## config.mk

```make
export PLATFORM = sky130hd
export DESIGN_NAME = triangle_tessellator
export DESIGN_NICKNAME = d
export VERILOG_FILES = /design/src/design/tri_tess_pkg.sv /design/src/design/triangle_tessellator.sv
export SDC_FILE = /design/constraint.sdc
export NUM_CORES = 2
export LEC_CHECK = 0
export BUFFER_PORTS_ARGS = -buffer_cell sky130_fd_sc_hd__buf_2
export CORE_MARGIN = 2
export CORE_UTILIZATION = 60
export DETAILED_ROUTE_END_ITERATION = 12
export GPL_TIMING_DRIVEN = 0
export PLACE_DENSITY = 0.79
export REMOVE_ABC_BUFFERS = 1
export SYNTH_ARGS = -nofsm -noshare
export SYNTH_HDL_FRONTEND = slang
export SYNTH_SLANG_ARGS = --single-unit
```

## constraint.sdc

```tcl
create_clock -name i_clk -period 11.6 [get_ports i_clk]
set_input_delay 0 -clock i_clk [delete_from_list [all_inputs] [get_ports i_clk]]
set_output_delay 0 -clock i_clk [all_outputs]
set_load 0.01 [all_outputs]
```

## src/design/tri_tess_pkg.sv

```systemverilog
// ----------------------------------------------------------------------------
// tri_tess_pkg
// Shared types and constants for the triangle tessellator.
// ----------------------------------------------------------------------------
package tri_tess_pkg;

    // coordinate format: signed fixed point, fixed by the word layout
    localparam int COORD_WIDTH = 16;
    // extra fraction bits carried by the step vectors
    localparam int FRAC        = 8;
    localparam int DIFF_W      = COORD_WIDTH + 1;
    localparam int MAG_W       = COORD_WIDTH + FRAC;
    localparam int STEP_W      = MAG_W + 1;
    // divider: quotient bits retired per cycle
    localparam int DIV_BITS    = 4;
    localparam int DIV_STEPS   = MAG_W / DIV_BITS;
    // two step vectors of three axes each
    localparam int NUM_DIV     = 6;

    localparam int CFG_W       = 3;
    localparam int APB_AW      = 2;
    localparam int APB_DW      = 32;
    localparam logic [APB_AW-1:0] ADDR_SUBDIV = 2'd0;

    typedef logic signed [COORD_WIDTH-1:0] t_coord;

    typedef struct packed {
        t_coord x;
        t_coord y;
        t_coord z;
    } t_vertex;

    typedef struct packed {
        t_coord corner_a_x;
        t_coord corner_a_y;
        t_coord corner_a_z;
        t_coord corner_b_x;
        t_coord corner_b_y;
        t_coord corner_b_z;
        t_coord corner_c_x;
        t_coord corner_c_y;
        t_coord corner_c_z;
    } t_in_word;

    typedef struct packed {
        t_coord vert0_x;
        t_coord vert0_y;
        t_coord vert0_z;
        t_coord vert1_x;
        t_coord vert1_y;
        t_coord vert1_z;
        t_coord vert2_x;
        t_coord vert2_y;
        t_coord vert2_z;
        logic   last_of_run;
    } t_out_word;

endpackage

```

## src/design/triangle_tessellator.sv

```systemverilog
// ----------------------------------------------------------------------------
// triangle_tessellator
// Uniform subdivision of one triangle into (n+1)^2 sub-triangles.
// ----------------------------------------------------------------------------
//
//  channel   direction  handshake                   word
//  --------  ---------  --------------------------  -----------------------
//  in        input      i_in_valid / o_in_stall     t_in_word, corners a,b,c
//  out       output     o_out_valid / i_out_stall   t_out_word, one triangle
//  config    input      psel/penable/pwrite/pready  subdivision_count @ 0x0
//
//  Per input word: the idle state takes it, then the serial divider works
//  out the step vectors one axis at a time (S_DLD, then S_DIV with 4
//  quotient bits per cycle), then each row runs the setup states S_BL and
//  S_TL before S_UP/S_DN emit its triangles; the emit states wait while out
//  stalls.
//  Reset (i_rst_n low, synchronous) returns to idle and clears the count.
//  o_in_stall is high from acceptance until the last triangle is loaded into
//  the output register; a stalled output only holds the sequencer in place.
//
module triangle_tessellator
    import tri_tess_pkg::*;
#(
    parameter int MAX_SUBDIVISION = 7
) (
    input  logic              i_clk,
    input  logic              i_rst_n,
    // input channel
    input  logic              i_in_valid,
    output logic              o_in_stall,
    input  t_in_word          i_in_word,
    // output channel
    output logic              o_out_valid,
    input  logic              i_out_stall,
    output t_out_word         o_out_word,
    // configuration port
    input  logic              psel,
    input  logic              penable,
    input  logic              pwrite,
    input  logic [APB_AW-1:0] paddr,
    input  logic [APB_DW-1:0] pwdata,
    output logic [APB_DW-1:0] prdata,
    output logic              pready
);

    // lattice index width: must hold MAX_SUBDIVISION + 1 (also the divisor)
    localparam int IDX_W  = $clog2(MAX_SUBDIVISION + 2);
    localparam int PROD_W = STEP_W + IDX_W + 1;
    localparam int OFF_W  = PROD_W + 1;
    localparam int SUM_W  = OFF_W - FRAC + 1;
    localparam int K_W    = $clog2(NUM_DIV);
    localparam int DC_W   = $clog2(DIV_STEPS);

    // sequencer codes
    localparam logic [2:0] S_IDLE = 3'd0;  // waiting for a word
    localparam logic [2:0] S_DLD  = 3'd1;  // load one dividend
    localparam logic [2:0] S_DIV  = 3'd2;  // serial division
    localparam logic [2:0] S_BL   = 3'd3;  // row start: V(i,j)
    localparam logic [2:0] S_TL   = 3'd4;  // row start: V(i,j+1)
    localparam logic [2:0] S_UP   = 3'd5;  // upright triangle, new V(i+1,j)
    localparam logic [2:0] S_DN   = 3'd6;  // inverted triangle, new V(i+1,j+1)

    logic [2:0]                r_state, n_state;
    logic [CFG_W-1:0]          r_cfg;
    t_coord                    r_base [3];
    logic signed [DIFF_W-1:0]  r_diff [NUM_DIV];   // b-a (0..2), c-a (3..5)
    logic signed [STEP_W-1:0]  r_step [NUM_DIV];   // u (0..2), v (3..5)
    logic [K_W-1:0]            r_k, n_k;
    logic [DC_W-1:0]           r_dcnt, n_dcnt;
    logic [MAG_W-1:0]          r_dq;               // dividend in, quotient out
    logic [IDX_W-1:0]          r_rem;
    logic                      r_neg;
    logic [IDX_W-1:0]          r_col, n_col;
    logic [IDX_W-1:0]          r_row, n_row;
    // sliding window of lattice vertices: bottom-left, top-left, bottom-right
    t_vertex                   r_bl, r_tl, r_br;
    logic                      r_out_vld;
    t_out_word                 r_out;

    logic                      w_in_acc;
    logic                      w_cfg_wr;
    logic                      w_out_free;
    logic [IDX_W-1:0]          w_n;
    logic [IDX_W-1:0]          w_div;
    logic [IDX_W-1:0]          w_row_max;
    logic                      w_emit;
    logic                      w_last;
    t_out_word                 w_tri;

    // ------------------------------------------------------------------------
    // handshakes and config
    // ------------------------------------------------------------------------
    assign w_in_acc   = i_in_valid && !o_in_stall;
    assign o_in_stall = (r_state != S_IDLE);
    assign w_out_free = !r_out_vld || !i_out_stall;

    assign o_out_valid = r_out_vld;
    assign o_out_word  = r_out;

    assign pready   = 1'b1;
    assign w_cfg_wr = psel && penable && pwrite && (paddr == ADDR_SUBDIV);
    assign prdata   = (paddr == ADDR_SUBDIV) ? APB_DW'(r_cfg) : '0;

    // counts above the build limit clamp to it
    assign w_n       = (32'(r_cfg) > MAX_SUBDIVISION) ? IDX_W'(MAX_SUBDIVISION)
                                                      : IDX_W'(r_cfg);
    assign w_div     = w_n + IDX_W'(1);
    assign w_row_max = w_n - r_row;

    // ------------------------------------------------------------------------
    // divider: restoring, DIV_BITS quotient bits per cycle, magnitude only;
    // sign reapplied at the end, so the step truncates toward zero
    // ------------------------------------------------------------------------
    logic signed [DIFF_W-1:0]  w_d;
    logic signed [DIFF_W-1:0]  w_mag;
    logic [IDX_W-1:0]          w_rem_nx;
    logic [DIV_BITS-1:0]       w_qbits;
    logic [MAG_W-1:0]          w_quot;
    logic signed [STEP_W-1:0]  w_step_pos;
    logic signed [STEP_W-1:0]  w_step;

    assign w_d   = r_diff[r_k];
    assign w_mag = w_d[DIFF_W-1] ? -w_d : w_d;

    always_comb begin : div_unit
        logic [IDX_W:0]   t;
        logic [IDX_W-1:0] rem;
        rem     = r_rem;
        w_qbits = '0;
        for (int b = 0; b < DIV_BITS; b++) begin
            t = {rem, r_dq[MAG_W-1-b]};
            if (t >= {1'b0, w_div}) begin
                w_qbits[DIV_BITS-1-b] = 1'b1;
                t = t - {1'b0, w_div};
            end
            rem = t[IDX_W-1:0];
        end
        w_rem_nx = rem;
    end

    assign w_quot     = {r_dq[MAG_W-DIV_BITS-1:0], w_qbits};
    assign w_step_pos = signed'({1'b0, w_quot});
    assign w_step     = r_neg ? -w_step_pos : w_step_pos;

    // ------------------------------------------------------------------------
    // vertex unit: one lattice vertex, all three axes, per cycle
    // V = a + floor((u*i + v*j) / 256), saturated
    // ------------------------------------------------------------------------
    logic [IDX_W-1:0] w_vi, w_vj;
    t_coord           w_vc [3];
    t_vertex          w_vtx;

    always_comb begin
        unique case (r_state)
            S_TL: begin
                w_vi = r_col;
                w_vj = r_row + IDX_W'(1);
            end
            S_UP: begin
                w_vi = r_col + IDX_W'(1);
                w_vj = r_row;
            end
            S_DN: begin
                w_vi = r_col + IDX_W'(1);
                w_vj = r_row + IDX_W'(1);
            end
            default: begin
                w_vi = r_col;
                w_vj = r_row;
            end
        endcase
    end

    always_comb begin : vtx_unit
        logic signed [IDX_W:0]   vi_s;
        logic signed [IDX_W:0]   vj_s;
        logic signed [PROD_W-1:0] pu;
        logic signed [PROD_W-1:0] pv;
        logic signed [OFF_W-1:0]  off;
        logic signed [SUM_W-1:0]  sum;
        vi_s = signed'({1'b0, w_vi});
        vj_s = signed'({1'b0, w_vj});
        for (int ax = 0; ax < 3; ax++) begin
            pu  = r_step[ax] * vi_s;
            pv  = r_step[ax+3] * vj_s;
            off = OFF_W'(pu) + OFF_W'(pv);
            // arithmetic drop of the fraction is the floor
            sum = SUM_W'(signed'(off[OFF_W-1:FRAC])) + SUM_W'(r_base[ax]);
            if (sum[SUM_W-1:COORD_WIDTH-1] == '0 || sum[SUM_W-1:COORD_WIDTH-1] == '1) begin
                w_vc[ax] = sum[COORD_WIDTH-1:0];
            end else if (sum[SUM_W-1]) begin
                w_vc[ax] = {1'b1, {(COORD_WIDTH-1){1'b0}}};
            end else begin
                w_vc[ax] = {1'b0, {(COORD_WIDTH-1){1'b1}}};
            end
        end
    end

    assign w_vtx = '{x: w_vc[0], y: w_vc[1], z: w_vc[2]};

    // ------------------------------------------------------------------------
    // sequencer
    // Row walk: BL, TL, then UP/DN alternate; each UP or DN needs only one
    // new vertex since the window slides right after every DN.
    // ------------------------------------------------------------------------
    always_comb begin
        n_state = r_state;
        n_col   = r_col;
        n_row   = r_row;
        n_k     = r_k;
        n_dcnt  = r_dcnt;
        w_emit  = 1'b0;
        w_last  = 1'b0;
        w_tri   = r_out;
        unique case (r_state)
            S_IDLE: begin
                if (w_in_acc) begin
                    n_state = S_DLD;
                    n_k     = '0;
                end
            end
            S_DLD: begin
                n_state = S_DIV;
                n_dcnt  = '0;
            end
            S_DIV: begin
                n_dcnt = r_dcnt + DC_W'(1);
                if (r_dcnt == DC_W'(DIV_STEPS - 1)) begin
                    if (r_k == K_W'(NUM_DIV - 1)) begin
                        n_state = S_BL;
                        n_col   = '0;
                        n_row   = '0;
                    end else begin
                        n_k     = r_k + K_W'(1);
                        n_state = S_DLD;
                    end
                end
            end
            S_BL: n_state = S_TL;
            S_TL: n_state = S_UP;
            S_UP: begin
                if (w_out_free) begin
                    w_emit = 1'b1;
                    // the last row holds a single upright triangle
                    w_last = (r_row == w_n);
                    w_tri  = t_out_word'({r_bl, r_tl, w_vtx, w_last});
                    if (r_col < w_row_max) begin
                        n_state = S_DN;
                    end else if (w_last) begin
                        n_state = S_IDLE;
                    end else begin
                        n_row   = r_row + IDX_W'(1);
                        n_col   = '0;
                        n_state = S_BL;
                    end
                end
            end
            S_DN: begin
                if (w_out_free) begin
                    w_emit  = 1'b1;
                    w_tri   = t_out_word'({r_tl, w_vtx, r_br, 1'b0});
                    n_col   = r_col + IDX_W'(1);
                    n_state = S_UP;
                end
            end
            default: n_state = S_IDLE;
        endcase
    end

    // control state
    always_ff @(posedge i_clk) begin
        if (!i_rst_n) begin
            r_state   <= S_IDLE;
            r_cfg     <= '0;
            r_out_vld <= 1'b0;
            r_k       <= '0;
            r_dcnt    <= '0;
            r_col     <= '0;
            r_row     <= '0;
        end else begin
            r_state <= n_state;
            r_k     <= n_k;
            r_dcnt  <= n_dcnt;
            r_col   <= n_col;
            r_row   <= n_row;
            if (w_cfg_wr) begin
                r_cfg <= pwdata[CFG_W-1:0];
            end
            if (w_emit) begin
                r_out_vld <= 1'b1;
            end else if (!i_out_stall) begin
                r_out_vld <= 1'b0;
            end
        end
    end

    // datapath
    always_ff @(posedge i_clk) begin
        if (w_in_acc) begin
            r_base[0] <= i_in_word.corner_a_x;
            r_base[1] <= i_in_word.corner_a_y;
            r_base[2] <= i_in_word.corner_a_z;
            r_diff[0] <= DIFF_W'(i_in_word.corner_b_x) - DIFF_W'(i_in_word.corner_a_x);
            r_diff[1] <= DIFF_W'(i_in_word.corner_b_y) - DIFF_W'(i_in_word.corner_a_y);
            r_diff[2] <= DIFF_W'(i_in_word.corner_b_z) - DIFF_W'(i_in_word.corner_a_z);
            r_diff[3] <= DIFF_W'(i_in_word.corner_c_x) - DIFF_W'(i_in_word.corner_a_x);
            r_diff[4] <= DIFF_W'(i_in_word.corner_c_y) - DIFF_W'(i_in_word.corner_a_y);
            r_diff[5] <= DIFF_W'(i_in_word.corner_c_z) - DIFF_W'(i_in_word.corner_a_z);
        end
        if (r_state == S_DLD) begin
            r_dq  <= {w_mag[COORD_WIDTH-1:0], {FRAC{1'b0}}};
            r_rem <= '0;
            r_neg <= w_d[DIFF_W-1];
        end
        if (r_state == S_DIV) begin
            r_dq  <= w_quot;
            r_rem <= w_rem_nx;
            if (r_dcnt == DC_W'(DIV_STEPS - 1)) begin
                r_step[r_k] <= w_step;
            end
        end
        if (r_state == S_BL) begin
            r_bl <= w_vtx;
        end
        if (r_state == S_TL) begin
            r_tl <= w_vtx;
        end
        if (r_state == S_UP && w_emit) begin
            r_br <= w_vtx;
        end
        if (r_state == S_DN && w_emit) begin
            r_bl <= r_br;
            r_tl <= w_vtx;
        end
        if (w_emit) begin
            r_out <= w_tri;
        end
    end

    // ------------------------------------------------------------------------
    // assertions
    // ------------------------------------------------------------------------
    a_accept_starts_div: assert property (@(posedge i_clk) disable iff (!i_rst_n)
        w_in_acc |=> (r_state == S_DLD))
        else $error("accepted word did not start the divider");

    a_rem_below_div: assert property (@(posedge i_clk) disable iff (!i_rst_n)
        (r_state == S_DIV) |-> (r_rem < w_div))
        else $error("divider remainder not below divisor");

    a_last_ends_run: assert property (@(posedge i_clk) disable iff (!i_rst_n)
        (w_emit && w_last) |=> (r_state == S_IDLE))
        else $error("run continued after last triangle");

    a_walk_in_range: assert property (@(posedge i_clk) disable iff (!i_rst_n)
        (r_state == S_BL || r_state == S_TL || r_state == S_UP || r_state == S_DN)
        |-> (r_row <= w_n) && (r_col <= w_row_max))
        else $error("lattice walk left the triangle");

endmodule
```

Word-level counts from Yosys, hierarchy flattened
Memories as Yosys holds them, arrays and structs flattened. A register that Yosys moved wholly into a read port is not among the register bits.
Index checks and enable logic that the tools add are counted.
- memories kept: 3
- flip-flop bits (word level): 339
- memory bits (writable): 300
- output and inout bits: 180
- bits of input ports: 185
- logic and storage cells: 186
- multiply operators: 6
- eq/ne operators: 21
- add/subtract/negate cells: 24
- magnitude comparators: 5
- reductions and logical operators: 33
- multiplexer cells: 65
- memories (memory ; depth ; width ; read ports ; clocked after memory_dff ; wr ports ; RTL line ; text):
    r_step ; 6 ; 25 ; 6 ; 0 ; 1 ; triangle_tessellator.sv:67 ; logic signed [STEP_W-1:0] r_step [NUM_DIV];
    r_diff ; 6 ; 17 ; 1 ; 1 ; 6 ; triangle_tessellator.sv:66 ; logic signed [DIFF_W-1:0] r_diff [NUM_DIV];
    r_base ; 3 ; 16 ; 3 ; 0 ; 3 ; triangle_tessellator.sv:65 ; t_coord r_base [3];
- operator list (kind ; count):
    $mux 145 ; 2
    $pmux 145 s2 ; 1
    $mux 48 ; 4
    $mul 25x5->30 ; 6
    $mux 16 ; 7
    $sub 16x16->17 ; 6
    $add 30x30->31 ; 3
    $add 23x16->24 ; 3
    $mux 4 ; 17
    $mux 24 ; 2
    $mux 3 ; 11
    $eq 9x9->1 const B ; 3
    $logic_not 9->1 ; 3
    $mux 25 ; 1
    $neg 24->25 ; 1
    $pmux 3 s7 ; 1
    $ge 5x4->1 ; 4
    $neg 16->16 ; 1
    $sub 4x4->4 ; 4
    $eq 3x3->1 const B ; 5
    $ne 2x2->1 const B ; 7
    $mux 1 ; 13
    $pmux 3 s2 ; 2
    $pmux 4 s3 ; 1
    22 further kinds ; 46

Depth between registers and ports, before layout
- depth in word-level cells: 11
- gate-level depth with buffers: 44
- gate-level depth less buffers: 39

Least setup slack after synthesis
No wires, ideal clock.
- path kind: flip-flop to flip-flop
- start: reg r_state[2]
- end: reg r_br[41] in the netlist's numbering, data pin
- setup time: 0.277 ns
- required time: 11.323 ns
- buffers on the path: 6
- data arrival time: 9.633 ns
- stages on the path, launching flop included: 44
- path slack: 1.690 ns
- clock period less this slack: 9.910 ns
- cells stage by stage: dfxtp_1 > clkbuf_1 > inv_1 > nor2_1 > nand2_1 > nand2_1 > nand4_1 > xnor2_1 > clkbuf_1 > clkbuf_1 > nand2_1 > fa_1 > inv_1 > fa_1 > fa_1 > fa_1 > inv_1 > fa_1 > [... 8 more ...] > a21oi_1 > inv_1 > a21oi_1 > xnor2_1 > ha_1 > a21o_1 > or3_1 > a21o_1 > a211oi_1 > nor4_1 > o21ai_0 > or3_1 > o2111a_1 > o21a_1 > clkbuf_1 > clkbuf_1 > clkbuf_1 > o21ai_0
- RTL lines (element ; RTL line ; text):
    start, declared ; triangle_tessellator.sv:63 ; logic [2:0] r_state, n_state;
    start signal, assigned ; triangle_tessellator.sv:281 ; r_state <= n_state;
    end signal, assigned ; triangle_tessellator.sv:329 ; r_br <= w_vtx;
    end, declared ; triangle_tessellator.sv:76 ; t_vertex r_bl, r_tl, r_br;

Worst setup path in the final report
- start: reg r_state[2]
- end: reg r_bl[43] in the netlist's numbering, data pin
- word-level cells in the longest chain between the ends: 11
- elaborated cells between the ends (all ways): 20
- classes of those cells: 2 x add/sub; 2 x mul; 4 x eq/ne; 7 x mux; 5 x reduce/logical
- ends and longest elaborated chain (element ; RTL line ; text):
    $eq 3x3->1, on equally long branches ; triangle_tessellator.sv:154, triangle_tessellator.sv:215, triangle_tessellator.sv:331 ;
    $reduce_or 2->1 (no source line) ; -- ;
    $mux 4 ; -- ;
    $mul 25x5->30, on equally long branches ; triangle_tessellator.sv:184, triangle_tessellator.sv:185 ;
    $add 30x30->31 ; triangle_tessellator.sv:186 ; off = OFF_W'(pu) + OFF_W'(pv);
    $add 23x16->24 ; triangle_tessellator.sv:188 ; sum = SUM_W'(signed'(off[OFF_W-1:FRAC])) + SUM_W'(r_base[ax]);
    $eq 9x9->1 / $logic_not 9->1 (equally long branches) ; triangle_tessellator.sv:189 ; if (sum[SUM_W-1:COORD_WIDTH-1] == '0 || sum[SUM_W-1:COORD_WIDTH-1] == '1) begin
    $logic_or 1x1->1 ; triangle_tessellator.sv:189 ;
    $mux 16 ; triangle_tessellator.sv:189 ;
    $mux 48 ; triangle_tessellator.sv:322 ; if (r_state == S_BL) begin
    $mux 48 * ; triangle_tessellator.sv:331 ; if (r_state == S_DN && w_emit) begin
    end signal, assigned ; triangle_tessellator.sv:323 ; r_bl <= w_vtx;
    end signal, assigned ; triangle_tessellator.sv:332 ; r_bl <= r_br;
    end, declared ; triangle_tessellator.sv:76 ;
Mark *: on every way between the ends. The rest lies on a longest branch, timed or not. The select of a mux whose other input is x is not followed.
A chain may end at the register's enable or synchronous reset.

==> flow_summary.toml <==
[setup_path]
cp_common_cell = "fa_1"
worst_setup_path_end_kind = "flip-flop"
crit_slowest_cell = "nor2_1"
reg2reg_depth = 38
path_max_fanout = 21
worstSetupStartpointType = "flip-flop"
cpPeakStageDelay_ns = 0.61
crit_type = "reg -> reg"
critPathRequiredTime_ns = 11.95
cp_data_arrival_time_ns = 11.56
r2r-end = "r_bl[43]$_DFFE_PP_"
r2r-start = "r_state[2]$_SDFFE_PN0P_"
r2r_slack_ns = 0.40

[timing]
drv_slew = 7
max_freq_mhz = 89.26
finalHoldViolations = 0
maxSlewHeadroom_pct = -4.954
finalCritPeriodShare_pct = 96.58
setup_viol = 0
finClkSkew_ns = 0.03698
fin_crit_ns = 11.20
tightest_slew_ns = 1.563

[yosys]
synth_edf_count = 618
synth_seq_cells = 642
ys.warnings.count = 0
ys_types = 75
synth_ff_type = "edfxtp_1"
ys_seq_area_share_pct = 35.99
syn_inst = 5065
netlist_area_um2 = 52910
syn_avg_cell_area_um2 = 10.45
async_flop_share_pct = 0

[drt]
dr.pass1.iters = 9
vias = 40823
drtAntennaViolNets = 0
vias_per_cell = 6.018
drcViolationCount = 0
routedWlPerCell_um = 22.22
drtIter0Drc = 4259
wirelength_mm = 150.7

[die]
placeableCoreArea_um2 = 87020
start_util_pct = 60.79
rows = 108
pin_count = 365
die-height_um = 300.9
fp.dieW_um = 300.9
die-area_um2 = 90570

[hold_path]
worstHoldStart = "i_in_word[13]"
worstHoldPathType = "in -> reg"
min_to = "r_diff[5][13]$_DFFE_PP_"
hold_path_depth = 3

[layout]
fin_nets = 6673
drive_gt1_share_pct = 10.77
fin_cells = 6783
n_fill_cell = 5954
area_growth_pct = 15.79
fin_util_pct = 70.39

[grt]
grt-ovfl-total = 0
grt_util_all_layers_pct = 33.04
grt_pass1_vias = 41118
grt_pass1_wl_mm = 228.9
antenna_found_initial = 25
grt_max_degree = 98

[placed_design]
dp_cells = 6425
port_buffers = 305
gp_congestion = 0.9354
dpl.hpwl_mm = 110.2

[power_and_ir_drop]
peakVddDrop_mv = 0.1227
power-per-cell-area_nw_per_um2 = 123.2
finalPower_uw = 7547
p_leak_uw = 0.02785

[cts]
clock-root-buffer = "clkbuf_16"
htree_num_levels = 3
cts_tree = "yes"
cts_made_buffers = 73
clock-sinks = 642
clkTransAtPathRegs_ns = 0.06
insertion_delay_ns = 0.64
clockBufferDepth = 3

[run_status]
violations = "max-capacitance violations, max-slew violations"
outcome = "finished, violations left"

[job]
maxCapViolCount = 2
## worst max-delay path, delay by kind of cell (launching register included)
kind	cells	cell delay, ns
AOI/OAI and AO/OA	9	2.20
xor gates and xnor gates	1	0.33
adders and majority gates	7	3.10
buffers and inverters	7	0.91
DFF	1	0.45
and+or+nand+nor	14	3.88
## kinds of logic after synthesis
logic type	count (synthesis)	synth area share, %
fa+ha+maj	948	29.26
simple gates	1566	14.04
other cells	2	0.01420
buf+inv	862	6.343
compound gates	758	9.051
xor+xnor	230	3.808
flops	642	35.99
mux	57	1.504
## sequential cells by signal, indices dropped and copies added (netlist names), 4 cells and up, named ones only
signal / count
o_out_word: 145
r_base: 48
r_bl: 48
r_br: 48
r_col: 4
r_diff: 102
r_dq: 24
r_rem: 4
r_row: 4
r_step: 150
r_tl: 48
## repair_timing
| item | in CTS | in global routing |
|---|---|---|
| gates resized for setup | 18 | 28 |
| endpoints found under the setup margin | 239 | 225 |
| endpoints found under the hold margin | 158 | 0 |
| hold buffers | 181 | 0 |
| buffers inserted | 6 | 5 |
| gates cloned | 1 | 2 |
| pin swaps | 4 | 4 |
## how the worst max path moves through the flow
| stage | slack (ns) | from | to |
|---|---|---|---|
| after floorplan | -3.70 | r_state[2]$_SDFFE_PN0P_ | o_out_word[42]$_DFFE_PP_ |
| after global placement | -11.36 | r_state[2]$_SDFFE_PN0P_ | o_out_word[14]$_DFFE_PP_ |
| after detailed placement | -1.99 | r_state[2]$_SDFFE_PN0P_ | o_out_word[44]$_DFFE_PP_ |
| after CTS | 0.003 | r_state[2]$_SDFFE_PN0P_ | o_out_word[85]$_DFFE_PP_ |
| after global routing | -0.03 | r_state[2]$_SDFFE_PN0P_ | r_bl[41]$_DFFE_PP_ |
| final | 0.40 | r_state[2]$_SDFFE_PN0P_ | r_bl[43]$_DFFE_PP_ |
## layout by cell type (no fill, tap or decap), drive strengths merged, types with 26 or more instances in the layout
| cell | netlist | layout |
|---|---|---|
| a211oi | 27 | 27 |
| a21boi | 26 | 26 |
| a21o | 56 | 56 |
| a21oi | 235 | 236 |
| a31oi | 27 | 27 |
| and2 | 64 | 64 |
| buf | 46 | 381 |
| clkbuf | 147 | 90 |
| conb | 2 | 30 |
| diode | 0 | 28 |
| dlygate4sd3 | 0 | 181 |
| edfxtp | 618 | 618 |
| fa | 482 | 482 |
| ha | 466 | 466 |
| inv | 669 | 671 |
| mux2i | 30 | 30 |
| nand2 | 610 | 612 |
| nand2b | 37 | 37 |
| nand3 | 52 | 52 |
| nor2 | 301 | 301 |
| nor2b | 334 | 334 |
| nor3 | 64 | 64 |
| o21a | 29 | 29 |
| o21ai | 180 | 180 |
| xnor2 | 170 | 170 |
| xor2 | 60 | 60 |
## metal layers
metal	up-vias	routed length [um]	global-route usage [%]
li1	17949	-	-
met1	19940	54010	41.45
met2	2322	70290	53.48
met3	604	16230	7.302
met4	8	10120	18.12
met5	-	59	0
## stage by stage
stage	cell area (um^2)	worst slack (ns)	hold WS (ns)	TNS, ns
2_1_floorplan	52170	-3.698	0.04670	-761.17
3_3_place_gp	55140	-11.36	0.1934	-3299.72
3_5_place_dp	56480	-1.989	0.1949	-282.38
4_1_cts	61050	0.002726	0.001069	0
5_1_grt	61240	-0.03292	0.06920	-0.1555
6_report	61260	0.3963	0.03333	0
## power breakdown
group	total, uW	internal, uW	switching [uW]
clock	2540	1500	1040
sequential	2980	2890	95.6
combinational	2020	703	1320
total	7550	5090	2460
## synthesized netlist by cell type, drive strengths merged (5+ instances only)
cell type / number / area share [%]
a21boi: 26 / 0.37
nor2: 301 / 2.1
mux4: 17 / 0.72
nand2b: 37 / 0.44
nand2: 610 / 4.3
edfxtp: 618 / 35
o22a: 6 / 0.099
xnor2: 170 / 2.8
o31ai: 23 / 0.33
buf: 46 / 0.55
a21oi: 235 / 2.2
nand3b: 14 / 0.20
dfxtp: 24 / 0.91
clkbuf: 147 / 1.0
o311ai: 16 / 0.26
mux2: 10 / 0.21
a211oi: 27 / 0.38
inv: 669 / 4.7
nor3b: 6 / 0.085
o2111ai: 9 / 0.15
a221oi: 20 / 0.33
o41ai: 10 / 0.18
nor4: 9 / 0.11
and2: 64 / 0.76
fa: 482 / 18
nor3: 64 / 0.61
o21a: 29 / 0.41
a211o: 14 / 0.23
nand3: 52 / 0.49
or3: 15 / 0.18
and3: 24 / 0.28
nand4: 15 / 0.18
a21o: 56 / 0.79
o21ai: 180 / 1.7
or4: 5 / 0.078
a31oi: 27 / 0.32
o22ai: 13 / 0.15
nor2b: 334 / 3.9
o21bai: 17 / 0.24
xor2: 60 / 0.99
mux2i: 30 / 0.57
or2: 9 / 0.11
ha: 466 / 11
o211ai: 13 / 0.18
## layout make-up
| type | count | area (um^2) | area share, % |
|---|---|---|---|
| Antenna cell | 28 | 70.07 | 0.1144 |
| Sequential cell | 642 | 19050 | 31.09 |
| Clock buffer | 90 | 1942 | 3.170 |
| Tap cell | 1155 | 1445 | 2.359 |
| Inverter | 669 | 2511 | 4.099 |
| Timing Repair Buffer | 562 | 4516 | 7.371 |
| Multi-Input combinational cell | 3592 | 31070 | 50.72 |
| Clock inverter | 45 | 655.6 | 1.070 |
Note: power is estimated with default switching activity, not from simulation.
